**config.mk**
```make
export PLATFORM = sky130hd
export DESIGN_NAME = edbd_seq
export DESIGN_NICKNAME = d
export VERILOG_FILES = /design/src/sv/edbd_pkg.sv /design/src/sv/edbd_seq.sv
export SDC_FILE = /design/constraint.sdc
export NUM_CORES = 1
export LEC_CHECK = 0
export ABC_AREA = 1
export BUFFER_PORTS_ARGS = -buffer_cell sky130_fd_sc_hd__clkbuf_2
export CAP_MARGIN = 5
export CORE_MARGIN = 4
export CORE_UTILIZATION = 48
export CTS_CLUSTER_DIAMETER = 150
export DETAILED_ROUTE_END_ITERATION = 8
export PLACE_DENSITY_LB_ADDON = 0.1
export SLEW_MARGIN = 20
export SYNTH_ARGS = -nofsm -noshare
export SYNTH_HDL_FRONTEND = slang
export SYNTH_SLANG_ARGS = --single-unit
```
**constraint.sdc**
```tcl
create_clock -name i_clk -period 3.1 [get_ports i_clk]
set_input_delay 0 -clock i_clk [delete_from_list [all_inputs] [get_ports i_clk]]
set_output_delay 0 -clock i_clk [all_outputs]
set_load 0.05 [all_outputs]
```
**src/sv/edbd_pkg.sv**
```systemverilog
package edbd_pkg;

    // Line width register
    localparam int LW_W = 10;
    localparam logic [LW_W-1:0] LW_RESET = 10'd512;

    // Pixel and error widths
    localparam int PIX_W = 8;
    localparam int ERR_W = 12;

    typedef logic signed [ERR_W-1:0] t_err;

    // Row role: top row, or which line buffer the current row writes
    typedef enum logic [1:0] {
        PH_TOP,
        PH_A,
        PH_B
    } t_phase;

    // Control and payload of the word held between the sequencer and the datapath
    typedef struct packed {
        logic             valid;
        logic             start;
        logic             last;
        logic             rewind;   // column clamped back by a lowered width
        t_phase           phase;
        logic [PIX_W-1:0] pix;
    } t_s1_ctl;

endpackage

```
**src/sv/edbd_seq.sv**
```systemverilog
module edbd_seq #(
    parameter int MAX_WIDTH = 512,
    localparam int CW = $clog2(MAX_WIDTH),
    localparam int WW = $clog2(MAX_WIDTH + 1)
) (
    input  logic                      i_clk,
    input  logic                      i_rst_n,
    input  logic                      i_in_valid,
    output logic                      o_in_ready,
    input  logic [edbd_pkg::PIX_W-1:0] i_gray_level,
    input  logic                      i_start_of_image,
    input  logic                      i_cfg_wr_en,
    input  logic [edbd_pkg::LW_W-1:0] i_cfg_wr_data,
    input  logic                      i_take,
    output edbd_pkg::t_s1_ctl         o_s1,
    output logic [CW-1:0]             o_s1_col,
    output logic                      o_rd_en,
    output logic [CW-1:0]             o_raddr0,
    output logic [CW-1:0]             o_raddr1
);
    import edbd_pkg::*;

    localparam int EW = (WW > LW_W) ? WW : LW_W;

    logic [LW_W-1:0] r_line_width;
    logic [CW-1:0]   r_col;
    logic [CW-1:0]   n_col;
    t_phase          r_phase;
    t_phase          n_phase;
    t_s1_ctl         r_s1;
    logic [CW-1:0]   r_s1_col;

    logic            accept;
    t_phase          phase_eff;
    logic [CW-1:0]   col_eff;
    logic [EW-1:0]   lw_ext;
    logic [WW-1:0]   w_eff;
    logic [WW-1:0]   w_m1;
    logic            last;
    logic            rewind;
    logic [CW-1:0]   col;

    assign o_in_ready = !r_s1.valid || i_take;
    assign accept     = i_in_valid && o_in_ready;

    // Image start restarts the top row at column zero
    assign phase_eff = i_start_of_image ? PH_TOP : r_phase;
    assign col_eff   = i_start_of_image ? '0 : r_col;

    // Effective width: zero acts as one, clamp at the buffer size
    assign lw_ext = EW'(r_line_width);
    always_comb begin
        if (r_line_width == '0) begin
            w_eff = WW'(1);
        end else if (lw_ext > EW'(MAX_WIDTH)) begin
            w_eff = WW'(MAX_WIDTH);
        end else begin
            w_eff = lw_ext[WW-1:0];
        end
    end
    assign w_m1   = w_eff - WW'(1);
    assign last   = WW'(col_eff) >= w_m1;
    assign rewind = WW'(col_eff) > w_m1;
    assign col    = last ? w_m1[CW-1:0] : col_eff;

    // Column counter
    assign n_col = !accept ? r_col : (last ? '0 : col + CW'(1));

    // Row phase: top row, then rows alternate between the two buffers
    always_comb begin
        n_phase = r_phase;
        if (accept) begin
            n_phase = phase_eff;
            if (last) begin
                unique case (phase_eff)
                    PH_TOP:  n_phase = PH_A;
                    PH_A:    n_phase = PH_B;
                    PH_B:    n_phase = PH_A;
                    default: n_phase = PH_TOP;
                endcase
            end
        end
    end

    always_ff @(posedge i_clk) begin
        if (!i_rst_n) begin
            r_phase <= PH_TOP;
            r_col   <= '0;
        end else begin
            r_phase <= n_phase;
            r_col   <= n_col;
        end
    end

    // Line width register
    always_ff @(posedge i_clk) begin
        if (!i_rst_n) begin
            r_line_width <= LW_RESET;
        end else if (i_cfg_wr_en) begin
            r_line_width <= i_cfg_wr_data;
        end
    end

    // Word register in front of the datapath
    always_ff @(posedge i_clk) begin
        if (!i_rst_n) begin
            r_s1.valid <= 1'b0;
        end else if (accept) begin
            r_s1.valid <= 1'b1;
        end else if (i_take) begin
            r_s1.valid <= 1'b0;
        end
        if (accept) begin
            r_s1.start  <= i_start_of_image;
            r_s1.last   <= last;
            r_s1.rewind <= rewind;
            r_s1.phase  <= phase_eff;
            r_s1.pix    <= i_gray_level;
            r_s1_col    <= col;
        end
    end

    // Fetch above and above-right entries of the previous row; a clamped
    // column has no above-right and fetches its left neighbors instead
    assign o_rd_en  = accept;
    assign o_raddr0 = col;
    assign o_raddr1 = rewind ? (col - CW'(1)) : (col + CW'(1));

    assign o_s1     = r_s1;
    assign o_s1_col = r_s1_col;

endmodule

```
==> summary.txt, run 1 <==
Timing
  – Worst EP kind: top-level output
  – GRT worst endpoint: o_raddr1[7]

Synthesis
  – Synth Area in Compound Gates: 0.128
  – Mux cell area share after synthesis: 0
  – Largest family of logic cells by synthesized area: simple AND/OR/NAND/NOR gates
  – Syn Nets: 387
  – Post-synthesis adder-cell area fraction: 0.0570
  – Gate Count Post-Synth: roughly 350
  – EDFF count, synth: 22
  – Seq/Total Area, Yosys: 0.418
  – Yosys warns: 0
  – Primary FF master, synth: edfxtp_1
  – Flop and latch count out of synthesis: 44
  – Post-Synth Simple-Gate Area: 0.290
  – Mapped Area: between 0.002 and 0.003 mm^2
  – Syn_area_per_cell: roughly 7.5 um^2
  – XOR/XNOR Fraction of Synth Area: 0.0166
  – Distinct cells, synth: 37
  – Asr flop ratio synth: 0

Placed design
  – Pre-CTS setup slack: -597 ps
  – HPWL Detailed: 5740 um
  – Routability cong.: around 0.88
  – Placement Cell Area: between 0.003 and 0.004 mm^2
  – IO Port Bufs: 66

Clocking
  – TritonCTS buffer count: 5
  – Max H-tree Level: 2
  – CTS Buffer Depth: 2
  – Root Driver: clkbuf_8
  – Num Clock Sinks: 44

Floorplan
  – I/O pin count: 67
  – Starting Density: 0.506
  – Die H: 82.1 um
  – Chip width: roughly 82 um
  – Row Count: 26

Status
  – Stopped at: global routing
  – Error: [ERROR DPL-0038] Utilization greater than 100%, impossible to legalize
  – Status: aborted with a tool error

GRT
  – Largest net degree at the start of global routing: 17
-- what timing repair did --
item / 4_1_cts
buffers inserted: 36
gates cloned: 0
endpoints found under the hold margin: 19
hold buffers: 19
resized for setup: 134
endpoints found under the setup margin: 32
pin swaps: 41
-- cells in the mapped netlist, drive strengths merged, types with 2 or more instances --
cell    count  area [um^2]
edfxtp     22          661
a21oi      18         93.8
nand2      82          323
o21bai      2         26.3
xor2        3         26.3
a31oi       2         12.5
inv        51          194
clkbuf      6         22.5
buf         2         18.8
dfxtp      22          440
xnor2       2         17.5
nand4       6         43.8
nand3      34          190
ha         12          150
nor2       48          195
o21ai      30          158
-- through the flow --
stage,std cells,TNS (ps),hold slack [ps]
2_1_floorplan,351,-5080,98.9
3_3_place_gp,539,-6530,177
3_5_place_dp,539,-8440,179
4_1_cts,599,-9200,27.1
-- cell families after synthesis --
| logic type | Yosys count |
|---|---|
| buffers and inverters | 60 |
| flip-flops | 44 |
| adder cells (fa/ha/maj) | 12 |
| AO/OA/AOI/OAI | 58 |
| XOR/XNOR | 5 |
| AND/OR/NAND/NOR | 172 |
==> inputs of run 2 (changes only) <==
--- a/config.mk
+++ b/config.mk
@@ -9,10 +9,9 @@
 export BUFFER_PORTS_ARGS = -buffer_cell sky130_fd_sc_hd__clkbuf_2
 export CAP_MARGIN = 5
 export CORE_MARGIN = 4
-export CORE_UTILIZATION = 48
-export CTS_CLUSTER_DIAMETER = 150
+export CORE_UTILIZATION = 40
 export DETAILED_ROUTE_END_ITERATION = 8
-export PLACE_DENSITY_LB_ADDON = 0.1
+export PLACE_DENSITY_LB_ADDON = 0.15
 export SLEW_MARGIN = 20
 export SYNTH_ARGS = -nofsm -noshare
 export SYNTH_HDL_FRONTEND = slang
==> constraint.sdc (replaced) <==
create_clock -name i_clk -period 4.03 [get_ports i_clk]
set_input_delay 0 -clock i_clk [delete_from_list [all_inputs] [get_ports i_clk]]
set_output_delay 0 -clock i_clk [all_outputs]
set_load 0.05 [all_outputs]
==> summary.txt, run 2 <==
Status
  – Status: complete, but fails checks
  – Violated checks: hold timing

Synthesis
  – Primary FF master, synth: edfxtp_1
  – Seq/Total Area, Yosys: 0.418
  – Asr flop ratio synth: 0
  – EDFF count, synth: 22
  – Syn_area_per_cell: 7.51 um^2
  – Most common library cells after synthesis: nand2_1 (78), inv_1 (48), nor2_1 (42), nand3_1 (30)
  – Mapped Area: between 0.002 and 0.003 mm^2
  – Flop and latch count out of synthesis: 44
  – Distinct cells, synth: 37
  – Synth area leader: edfxtp_1
  – Top-count cell post-synth: nand2_1
  – Post-synth top area share: 0.251
  – Synth area leaders: edfxtp_1 (25%), dfxtp_1 (17%), nand2_1 (11%)
  – Gate Count Post-Synth: 351
  – Yosys warns: 0
  – Syn Nets: 387

GRT
  – Initial antenna violation count: 0
  – GR Util All Layers: 0.177
  – First-pass GRT wire length: 11,100 um
  – Largest net degree at the start of global routing: 24
  – Grt total ovfl: 0
  – Number of global-route vias before repair: roughly 2,400

Worst setup path
  – Max Fanout on Critical Path: 8
  – R2r setup slk: between 400 and 500 ps
  – Worst path slowest cell: dfxtp_4
  – Most common cell on crit path: nand2_1
  – Crit path launch type: flip-flop
  – Worst r2r src: lw_ext[1]
  – FF-to-FF path depth: 24
  – Critical Path Sink Type: primary output
  – Arrival time at the worst endpoint: 3920 ps
  – Crit Path Category: reg -> out
  – Required time of the critical path: around 4000 ps
  – Worst Setup SP: lw_ext[1]
  – Critical R2R Capture: r_col[6]
  – CP peak stage delay: 380 ps

Routing
  – Post-route ant nets: 0
  – Post-route DRC: 0
  – First drt pass iteration count: 4
  – Final wirelength: 7660 um
  – Drt via density: 5.07
  – Initial drt markers: approximately 120
  – Vias: 2,743
  – Detail-routed net length per standard cell: approximately 14 um

Clocking
  – Clk Latency, worst-skew pair: 310 ps
  – CTS Buffer Depth: 2
  – Max H-tree Level: 2
  – TritonCTS buffer count: 5
  – Num Clock Sinks: 44
  – CTS clk-pin slew, worst paths: 80 ps
  – Root Driver: clkbuf_8
  – CTS tree: yes

Floorplan
  – Row Count: 29
  – Die H: 89.2 um
  – I/O pin count: 67
  – Starting Density: 0.413
  – Core box area: 0.00639 mm^2
  – Die ar.: between 0.007 and 0.008 mm^2
  – Chip width: 89.2 um

Timing
  – Hold Fails Final Rpt: 2
  – Tmin final: slightly below 4000 ps
  – Fin Hold WS: -2.24 ps
  – Worst Skew: 5.49 ps
  – Slew at the pin with the worst max-slew slack: 714 ps
  – Headroom to the max-slew limit: 0.522
  – Pins Over Slew Limit: 0
  – Setup violators final: 0
  – Fmax achieved: 255 MHz
  – Final period util: 0.973

Final layout
  – Commonest non-fill, non-tap cell in the layout: clkbuf_2
  – FILL cells: between 500 and 600
  – Max reg flops: 14
  – Most frequent cells in the layout: clkbuf_2 (61), nand2_1 (54), inv_1 (39)
  – Final Cell Area: 0.00404 mm^2
  – Synthesis-to-layout area growth: 53.3%
  – ANT cells: 0
  – Total Nets Final: 499
  – Share of layout cells above drive strength 1: 0.440
  – Util after Layout: 0.633
  – Cell Count, Final, Fillers Out: 541

Pwr
  – Maximum VDD drop: 189 uV
  – Power Total: 1.17 mW
  – Pwr/cell area: 290 mW/mm^2
  – Cell leakage power: 1.88 nW

Placed design
  – Placed Instances: 491
  – IO Port Bufs: between 60 and 70
  – HPWL Detailed: around 5000 um
  – Routability cong.: 0.871
  – Placement Cell Area: 0.00307 mm^2

Job
  – Maxcap violations: 0

Min path
  – Hold EP: lw_ext[0]
  – Worst Hold Class: in -> reg
  – Worst hold start: i_cfg_wr_data[0]
  – Hold Crit Depth: 3
-- run 2: cell counts after synthesis --
No cell type changed its count.
-- run 2: logic make-up (layout without fill, tap and decap cells) --
family	count (synthesis)	count (layout)	share of synthesized area
AOI/OAI and AO/OA	58	58	0.128
adders and majority gates	12	12	0.0570
and+or+nand+nor	172	172	0.290
DFF	44	44	0.418
xor gates and xnor gates	5	5	0.0166
buffers and inverters	60	173	0.0907
-- run 2: area by class of cell --
class                           instances  area [um^2]  share of cell area
Tap cell                               77         96.3              0.0238
Multi-Input combinational cell        247         1710               0.424
Clock inverter                          3         42.5              0.0105
Timing Repair Buffer                  113          783               0.194
Inverter                               52          208              0.0514
Clock buffer                            5         68.8              0.0170
Sequential cell                        44         1130               0.279
-- run 2: repair_timing --
action | in CTS | in global routing
hold buffers | 17 | 0
endpoints found under the hold margin | 17 | 0
buffers inserted | 0 | 25
resized for setup | 17 | 111
pin swaps | 2 | 41
endpoints found under the setup margin | 7 | 9
-- run 2: power breakdown --
| group | switching, mW | internal, mW |
|---|---|---|
| combinational | 0.201 | 0.122 |
| sequential | 0.0145 | 0.490 |
| clock | 0.162 | 0.184 |
-- run 2: how the worst max path moves through the flow --
stage,to
after floorplan,o_raddr1[4]
after global placement,o_raddr1[6]
after detailed placement,o_raddr1[6]
after CTS,o_raddr1[8]
after global routing,o_raddr1[7]
final,o_raddr1[8]
-- run 2: stage by stage --
stage / setup WS [ps] / setup TNS [ps]
floorplan: -9.44 / -9.44
global placement: 144 / 0
detailed placement: 74.9 / 0
CTS: -36.3 / -62.4
global route: -121 / -632
finish: 108 / 0
-- run 2: routing by layer --
layer	vias up	part of all wire	GRT usage
met5	-	0	0
met4	0	0.014	0.0528
met3	12	0.058	0.0323
met2	81	0.51	0.299
met1	1273	0.42	0.229
li1	1377	-	-
-- run 2: critical path, delay by kind of cell, from the launching register on --
family                   cells  cell delay [ps]
AND/OR/NAND/NOR             15             1580
adder cells (fa/ha/maj)      2              430
buffers and inverters        5              600
flip-flops                   1              380
AO/OA/AOI/OAI                3              650
Note: power is estimated with default switching activity, not from simulation.
