### src/sv/edbd_pkg.sv
package edbd_pkg;

    // Line width register
    localparam int LW_W = 10;
    localparam logic [LW_W-1:0] LW_RESET = 10'd512;

    // Pixel and error widths
    localparam int PIX_W = 8;
    localparam int ERR_W = 12;

    typedef logic signed [ERR_W-1:0] t_err;

    // Row role: top row, or which line buffer the current row writes
    typedef enum logic [1:0] {
        PH_TOP,
        PH_A,
        PH_B
    } t_phase;

    // Control and payload of the word held between the sequencer and the datapath
    typedef struct packed {
        logic             valid;
        logic             start;
        logic             last;
        logic             rewind;   // column clamped back by a lowered width
        t_phase           phase;
        logic [PIX_W-1:0] pix;
    } t_s1_ctl;

endpackage

### src/sv/edbd_core.sv
module edbd_core #(
    parameter int MAX_WIDTH = 512,
    localparam int CW = $clog2(MAX_WIDTH),
    localparam int WW = $clog2(MAX_WIDTH + 1)
) (
    input  logic              i_clk,
    input  logic              i_rst_n,
    input  edbd_pkg::t_s1_ctl i_s1,
    input  logic [CW-1:0]     i_s1_col,
    input  edbd_pkg::t_err    i_a_rdata0,
    input  edbd_pkg::t_err    i_a_rdata1,
    input  edbd_pkg::t_err    i_b_rdata0,
    input  edbd_pkg::t_err    i_b_rdata1,
    input  logic              i_out_ready,
    output logic              o_take,
    output logic              o_a_we,
    output logic              o_b_we,
    output logic [CW-1:0]     o_waddr,
    output edbd_pkg::t_err    o_wdata,
    output logic              o_out_valid,
    output logic              o_dark,
    output logic              o_end_of_row
);
    import edbd_pkg::*;

    typedef logic signed [15:0] t_sum;

    // Stage state, cleared at image start
    t_err             r_run;
    logic [WW-1:0]    r_fill_a;
    logic [WW-1:0]    r_fill_b;
    t_err             r_edge_a;
    t_err             r_edge_b;
    logic             r_row_first;
    logic [PIX_W-1:0] r_prev_pix;
    // Neighbors carried from the previous word of the row
    t_err             r_above;
    t_err             r_left;
    // Output register
    logic             r_out_valid;
    logic             r_out_dark;
    logic             r_out_eor;

    logic             take;
    logic             top;
    logic             is_a;
    logic             first_col;
    t_err             run_e;
    logic [WW-1:0]    fill_a_e;
    logic [WW-1:0]    fill_b_e;
    t_err             edge_a_e;
    t_err             edge_b_e;
    logic             row_first_e;
    logic [PIX_W-1:0] prev_pix_e;
    logic [WW-1:0]    fill_prev;
    logic [WW-1:0]    fill_cur;
    logic [WW-1:0]    fill_new;
    t_err             edge_prev;
    t_err             edge_cur;
    t_err             rd0;
    t_err             rd1;
    t_err             cur_rd1;
    logic [WW-1:0]    col_w;
    logic [WW-1:0]    col_p1;
    logic [WW-1:0]    col_m1;
    t_err             above;
    t_err             above_right;
    t_err             above_left_rd;
    t_err             left_above;
    t_err             left;
    t_sum             sum;
    t_sum             sum_adj;
    t_sum             quot;
    t_err             pix_s;
    t_err             gl;
    t_err             gl_less;
    logic             white;
    t_err             err_w;
    logic             fb;
    t_err             x_s;
    t_err             diff;
    t_err             half;
    t_err             edge_new;

    assign take = i_s1.valid && (!r_out_valid || i_out_ready);

    assign top       = i_s1.phase == PH_TOP;
    assign is_a      = i_s1.phase == PH_A;
    assign first_col = i_s1_col == '0;

    // State as seen after an image-start clear
    assign run_e       = i_s1.start ? '0 : r_run;
    assign fill_a_e    = i_s1.start ? '0 : r_fill_a;
    assign fill_b_e    = i_s1.start ? '0 : r_fill_b;
    assign edge_a_e    = i_s1.start ? '0 : r_edge_a;
    assign edge_b_e    = i_s1.start ? '0 : r_edge_b;
    assign row_first_e = i_s1.start ? 1'b0 : r_row_first;
    assign prev_pix_e  = i_s1.start ? '0 : r_prev_pix;

    // Buffer roles: row A writes a and reads b, row B and the top row write b
    assign fill_prev = is_a ? fill_b_e : fill_a_e;
    assign fill_cur  = is_a ? fill_a_e : fill_b_e;
    assign edge_prev = is_a ? edge_b_e : edge_a_e;
    assign edge_cur  = is_a ? edge_a_e : edge_b_e;
    assign rd0       = is_a ? i_b_rdata0 : i_a_rdata0;
    assign rd1       = is_a ? i_b_rdata1 : i_a_rdata1;
    assign cur_rd1   = is_a ? i_a_rdata1 : i_b_rdata1;

    // Entries past the fill mark were not written since the clear: read zero
    assign col_w         = WW'(i_s1_col);
    assign col_p1        = col_w + WW'(1);
    assign col_m1        = col_w - WW'(1);
    assign above         = (col_w < fill_prev) ? rd0 : '0;
    assign above_right   = (!i_s1.last && (col_p1 < fill_prev)) ? rd1 : '0;
    assign above_left_rd = (col_m1 < fill_prev) ? rd1 : '0;

    // A column clamped back by a lowered width takes its left neighbors
    // from the buffers, not from the previous word
    assign left_above = first_col ? edge_prev : (i_s1.rewind ? above_left_rd : r_above);
    assign left       = first_col ? edge_cur : (i_s1.rewind ? cur_rd1 : r_left);

    // Weighted sum, divided by 16 truncating toward zero
    assign sum = t_sum'(left_above) + t_sum'(5) * t_sum'(above)
               + t_sum'(3) * t_sum'(above_right) + t_sum'(7) * t_sum'(left);
    assign sum_adj = sum + (sum[15] ? t_sum'(15) : t_sum'(0));
    assign quot    = sum_adj >>> 4;

    // Threshold
    assign pix_s   = t_err'({4'b0000, i_s1.pix});
    assign gl      = top ? (pix_s + run_e) : (pix_s + t_err'(quot));
    assign white   = gl > t_err'(127);
    assign gl_less = gl - t_err'(255);

    // Error stored for this column
    always_comb begin
        if (top) begin
            err_w = white ? t_err'(-64) : t_err'(63);
        end else begin
            err_w = white ? gl_less : gl;
        end
    end

    // Left-edge entry left at the end of a later row
    assign fb       = first_col ? !white : row_first_e;
    assign x_s      = t_err'({4'b0000, prev_pix_e});
    assign diff     = t_err'(127) - x_s;
    assign half     = (diff + (diff[ERR_W-1] ? t_err'(1) : t_err'(0))) >>> 1;
    assign edge_new = x_s - (fb ? t_err'(255) : t_err'(0)) + half;

    assign fill_new = (col_p1 > fill_cur) ? col_p1 : fill_cur;

    always_ff @(posedge i_clk) begin
        if (!i_rst_n) begin
            r_run       <= '0;
            r_fill_a    <= '0;
            r_fill_b    <= '0;
            r_edge_a    <= '0;
            r_edge_b    <= '0;
            r_row_first <= 1'b0;
            r_prev_pix  <= '0;
        end else if (take) begin
            // Running error of the top row
            if (top) begin
                r_run <= i_s1.last ? '0 : (white ? gl_less : gl);
            end else begin
                r_run <= run_e;
            end
            // Fill marks
            r_fill_a <= is_a ? fill_new : fill_a_e;
            r_fill_b <= is_a ? fill_b_e : fill_new;
            // Left-edge entries
            r_edge_a <= (!top && i_s1.last && is_a) ? edge_new : edge_a_e;
            r_edge_b <= (!top && i_s1.last && !is_a) ? edge_new : edge_b_e;
            r_row_first <= (!top && first_col) ? !white : row_first_e;
            r_prev_pix  <= i_s1.last ? i_s1.pix : prev_pix_e;
        end
    end

    always_ff @(posedge i_clk) begin
        if (take) begin
            r_above <= above;
            r_left  <= err_w;
        end
    end

    // Output register
    always_ff @(posedge i_clk) begin
        if (!i_rst_n) begin
            r_out_valid <= 1'b0;
        end else if (take) begin
            r_out_valid <= 1'b1;
        end else if (i_out_ready) begin
            r_out_valid <= 1'b0;
        end
    end

    always_ff @(posedge i_clk) begin
        if (take) begin
            r_out_dark <= !white;
            r_out_eor  <= i_s1.last;
        end
    end

    assign o_take       = take;
    assign o_a_we       = take && is_a;
    assign o_b_we       = take && !is_a;
    assign o_waddr      = i_s1_col;
    assign o_wdata      = err_w;
    assign o_out_valid  = r_out_valid;
    assign o_dark       = r_out_dark;
    assign o_end_of_row = r_out_eor;

endmodule

### config.mk
export PLATFORM = sky130hd
export DESIGN_NAME = edbd_core
export DESIGN_NICKNAME = d
export VERILOG_FILES = /design/src/sv/edbd_pkg.sv /design/src/sv/edbd_core.sv
export SDC_FILE = /design/constraint.sdc
export NUM_CORES = 1
export LEC_CHECK = 0
export BUFFER_PORTS_ARGS = -buffer_cell sky130_fd_sc_hd__buf_4
export CORE_AREA = 2 2 164 166
export DETAILED_ROUTE_END_ITERATION = 7
export DIE_AREA = 0 0 166 168
export PLACE_DENSITY = 0.63
export SKIP_CTS_REPAIR_TIMING = 1
export SKIP_LAST_GASP = 1
export SLEW_MARGIN = 20
export SYNTH_ARGS = -nofsm -noshare
export SYNTH_HDL_FRONTEND = slang
export SYNTH_SLANG_ARGS = --single-unit
### constraint.sdc
create_clock -name i_clk -period 28 [get_ports i_clk]
set_clock_uncertainty 0.05 [all_clocks]
set_input_delay 1.4 -clock i_clk [delete_from_list [all_inputs] [get_ports i_clk]]
set_output_delay 1.4 -clock i_clk [all_outputs]
set_load 0.005 [all_outputs]
==> metrics.txt, run 1 <==
share of post-route cells with drive strength above 1=0.101; Worst slew margin=0.315; number of pins with negative max-slew slack in the final report=0; Yosys warning total=0; TritonCTS clock tree=built; Arr. time, crit path=16.23 ns; Initial Utilization=0.438; final worst-path cycle share=0.572; standard cell with the maximum stage delay on the critical path=nor2_1; GRT Util Overall=0.234; min cycle time layout=16.01 ns; critical path required time=28.22 ns; top area cells in the synthesized netlist=fa_1, ha_1, dfxtp_1, edfxtp_1, nand2_1; vias in the first global route=9689; most frequently used cell type in the post-synthesis netlist=nand2_1; largest net degree at the start of global routing=64; number of antenna violations at the first check in global routing=0; capturing element type of the critical path=flip-flop; kind of path behind the tightest hold check=flip-flop to flip-flop; RSZ-0062 raised after global routing=no; max-cap check violation count=0; I/O pins=101; number of hold violations in the final report=0; clk slew on worst S/H paths=0.07 ns; number of violations reported at the end of detailed-routing iteration 0=793; #FFs+latches synth=92; number of buffers added by the clock tree synthesis step=9; Top FF cell, synth=dfxtp_1; average wire per standard cell=18.0 µm; Die Span Y=168 µm; run status=finished, final reports clean; share of Yosys cell area claimed by the top area cell type=0.132; clock insertion delay at the later pin of the skew report=0.35 ns; number of H-tree levels=3; total wire length=32600 µm; number of instances in the synthesized netlist=1425; # diodes=0; sequential share of the synthesized area=0.182; Post-Route Setup TNS=0 ns; async set-reset flop share out of synthesis=0; first-pass iteration count of the detailed router=5; worst hold margin=0.416 ns; Area Growth Syn to Fin=10.7%; Setup crit start kind=primary input; full die area=27900 µm²; number of nets still failing antenna checks after routing=0; DP Wirelength=25700 µm; post-detailed-route DRC marker count=0; fmax=62.5 MHz; Core Area=26400 µm²; count of placed standard cells in the final layout, fillers left out=1815; crit path max fanout=52; EDFF count, synth=26; Avg Cell Area, Syn=8.10 µm²; leading post-synthesis cells by instance count=nand2_1, inv_1, ha_1; final count of negative-setup-slack endpoints=0; Vias=10050; setup slack of the most critical reg-to-reg path=13.41 ns; routability-driven placement congestion ratio=0.940; worst-case clock buffer depth=2; number of nets in the layout=1731; root buf cell=clkbuf_16; Crit Path Category=primary input to flip-flop; measured slew at the worst slew-check pin=1.02 ns; most frequent CP cell=a21o_1; vias per cell=5.54; first-pass GRT wire length=52500 µm; Critical Path Max Stage Delay=0.60 ns; library cell with the largest summed area after synthesis=fa_1; clock sinks=92; leftover overflow at the end of global routing=0; final instance area=12800 µm²; # port buffers=100; die extent in x=166 µm; standard-cell rows=60; area after detailed placement=12500 µm²; net count of the mapped netlist=1687; Distinct cells, synth=80; Placed Instances=1799; combined area of all synthesized cells=11500 µm²
-- routing by layer --
metal / vias to the layer above / GRT usage / wire, µm
met5: - / 0 / 0
met4: 0 / 0.0696 / 966
met3: 44 / 0.0205 / 1310
met2: 245 / 0.377 / 14800
met1: 4801 / 0.335 / 15500
li1: 4960 / - / -
-- area by class of cell --
cell class	instances	area [µm²]
clock inverters	5	57.6
multi-input cells	1112	8560
inverters	143	539
well taps	341	427
flip-flops and latches	92	2100
clock buffers	11	253
fillers	2608	13600
repair buffers	111	833
-- metrics by stage --
stage / util / setup WS (ns)
after floorplan: - / 12.67
after global placement: 0.473 / 12.10
after detailed placement: 0.473 / 11.77
after CTS: 0.485 / 12.12
after global routing: 0.485 / 10.86
final: 0.485 / 11.99
-- cells in the final DEF, fill, tap and decap left out, types with 11 or more instances in the layout --
cell / Yosys / routed
a21o_1: 21 / 21
a21oi_1: 88 / 88
a22oi_1: 29 / 29
and2_1: 32 / 32
and3_1: 11 / 11
buf_4: 13 / 111
dfxtp_1: 66 / 66
edfxtp_1: 26 / 26
fa_1: 76 / 76
ha_1: 112 / 112
inv_1: 140 / 139
mux2i_1: 45 / 45
nand2_1: 201 / 201
nand3_1: 29 / 29
nor2_1: 85 / 84
nor2b_1: 41 / 40
nor3_1: 25 / 25
o211ai_1: 16 / 16
o21a_1: 14 / 14
o21ai_0: 61 / 61
o2bb2ai_1: 11 / 11
o31ai_1: 13 / 13
xnor2_1: 44 / 44
xor2_1: 32 / 32
-- path summary, 6_finish.rpt --
kind / startpoint / to / depth (start not counted)
worst max-delay path: i_s1[9] / r_edge_b[11]$_SDFFE_PN0P_ / 68
worst min-delay path: r_run[5]$_SDFFE_PN0P_ / r_run[5]$_SDFFE_PN0P_ / 2
worst max register to register: r_fill_b[0]$_SDFFE_PN0P_ / r_edge_b[11]$_SDFFE_PN0P_ / 64
worst min register to register: r_run[5]$_SDFFE_PN0P_ / r_run[5]$_SDFFE_PN0P_ / 2
-- sequential cells by signal (all words and copies together), names as in the netlist --
| name | cells |
|---|---|
| r_fill_a | 10 |
| o_dark | 1 |
| r_edge_a | 12 |
| o_end_of_row | 1 |
| r_fill_b | 10 |
| r_edge_b | 12 |
| r_run | 12 |
| o_out_valid | 1 |
| r_row_first | 1 |
| r_above | 12 |
| r_left | 12 |
| r_prev_pix | 8 |
-- worst max-delay path: cells and delay by family --
kind                       cells  cell delay [ns]
and+or+nand+nor               18             3.26
adders and majority gates     11             3.97
xor gates and xnor gates       2             0.71
AOI/OAI and AO/OA             28             5.60
buffers and inverters          9             1.29
-- cells by family after synthesis --
group                    synth area share
XOR/XNOR                           0.0675
AO/OA/AOI/OAI                       0.185
buffers and inverters              0.0771
multiplexers                       0.0410
AND/OR/NAND/NOR                     0.193
flip-flops                          0.182
adder cells (fa/ha/maj)             0.254
Power of run 1 is not shown: default switching activity piles up to over one toggle a cycle in this logic, so the estimate is an artifact.
==> run 2: changes to the inputs <==
==> constraint.sdc (replaced) <==
create_clock -name i_clk -period 15.2 [get_ports i_clk]
set_clock_uncertainty 0.05 [all_clocks]
set_input_delay 0.76 -clock i_clk [delete_from_list [all_inputs] [get_ports i_clk]]
set_output_delay 0.76 -clock i_clk [all_outputs]
set_load 0.005 [all_outputs]
==> metrics.txt, run 2 (synthesis gave the netlist of run 1 again) <==
most frequent cells in the layout=nand2_1, inv_1, buf_4; fillcell total=2577; number of hold violations in the final report=0; share of post-route cells with drive strength above 1=0.119; Vias=10270; Worst slew margin=0.279; clock sinks=92; full die area=27900 µm²; Die Span Y=168 µm; root buf cell=clkbuf_16; # diodes=0; leftover overflow at the end of global routing=0; critical path required time=15.44 ns; clock insertion delay at the later pin of the skew report=0.36 ns; vias per cell=5.62; post-detailed-route DRC marker count=0; largest net degree at the start of global routing=66; I/O pins=101; number of nets in the layout=1745; total wire length=33500 µm; capturing element type of the critical path=flip-flop; number of antenna violations at the first check in global routing=0; setup ws final=1.01 ns; min cycle time layout=14.19 ns; clk slew on worst S/H paths=0.08 ns; run status=finished, final reports clean; most frequent standard cell in the layout excluding fill and tap cells=nand2_1; fmax=70.5 MHz; first-pass GRT wire length=53600 µm; worst slack at placement=0.115 ns; crit path max fanout=12; most frequent CP cell=a21o_1; Crit Path Category=primary input to flip-flop; routability-driven placement congestion ratio=0.965; GRT Util Overall=0.241; DP Wirelength=26500 µm; Setup crit start kind=primary input; final count of negative-setup-slack endpoints=0; fin util=0.492; standard cell with the maximum stage delay on the critical path=fa_1; dominant delay contributor by cell family on the critical path=compound AO/OA/AOI/OAI gates; die extent in x=166 µm; number of violations reported at the end of detailed-routing iteration 0=809; Core Area=26400 µm²; worst-case clock buffer depth=2; first-pass iteration count of the detailed router=6; Critical Path Max Stage Delay=0.53 ns; standard-cell rows=60; TritonCTS clock tree=built; number of H-tree levels=3; kind of path behind the tightest hold check=flip-flop to flip-flop; measured slew at the worst slew-check pin=1.08 ns; average wire per standard cell=18.3 µm; vias in the first global route=9795; Arr. time, crit path=14.43 ns; final worst-path cycle share=0.934; Worst Path Buf+Inv=11; number of nets still failing antenna checks after routing=0; # port buffers=100; max-cap check violation count=0; Area Growth Syn to Fin=12.3%; number of buffers added by the clock tree synthesis step=9; Initial Utilization=0.438; number of pins with negative max-slew slack in the final report=0
run 2: changes by cell type in the layout (fill, tap and decap cells not counted), sizes merged:
cell and delta:
buf +14, inv +2, bufinv -1, clkinv -1
run 2: area by class of cell:
cell class	count	area, µm²	share of cell area
Clock inverter	5	46.3	0.00357
Sequential cell	92	2100	0.162
Inverter	143	543	0.0419
Timing Repair Buffer	125	951	0.0734
Tap cell	341	427	0.0329
Multi-Input combinational cell	1112	8620	0.665
Clock buffer	11	275	0.0212
run 2: stage by stage:
step           hold WS [ns]  setup TNS [ns]  cells  area [µm²]
3_5_place_dp          0.402               0   1806       12500
5_1_grt               0.452         -0.0117   1829       13000
4_1_cts               0.420               0   1822       12800
2_1_floorplan         0.375               0   1425       11500
6_report              0.422               0   1829       13000
3_3_place_gp          0.394               0   1806       12500
run 2: tightest hold or removal path, cell delays in order, from the launching register on:
cell and delay, ns:
dfxtp_1 0.34, nand2_1 0.05, o21ai_0 0.05
run 2: final timing paths:
check	startpoint	end	slack, ns	depth (start not counted)
worst max register to register	r_fill_b[0]$_SDFFE_PN0P_	r_edge_b[8]$_SDFFE_PN0P_	1.42	68
worst min-delay path	r_run[4]$_SDFFE_PN0P_	r_run[4]$_SDFFE_PN0P_	0.42	2
worst min register to register	r_run[4]$_SDFFE_PN0P_	r_run[4]$_SDFFE_PN0P_	0.42	2
worst max-delay path	i_s1[8]	r_edge_b[8]$_SDFFE_PN0P_	1.01	71
run 2: routing by layer:
| layer | part of all wire | up-vias | track usage |
|---|---|---|---|
| met5 | 0 | - | 0 |
| met4 | 0.036 | 0 | 0.0858 |
| met3 | 0.053 | 57 | 0.0247 |
| met2 | 0.45 | 344 | 0.385 |
| met1 | 0.46 | 4881 | 0.339 |
| li1 | - | 4988 | - |
Power of run 2 is left out for the same reason.
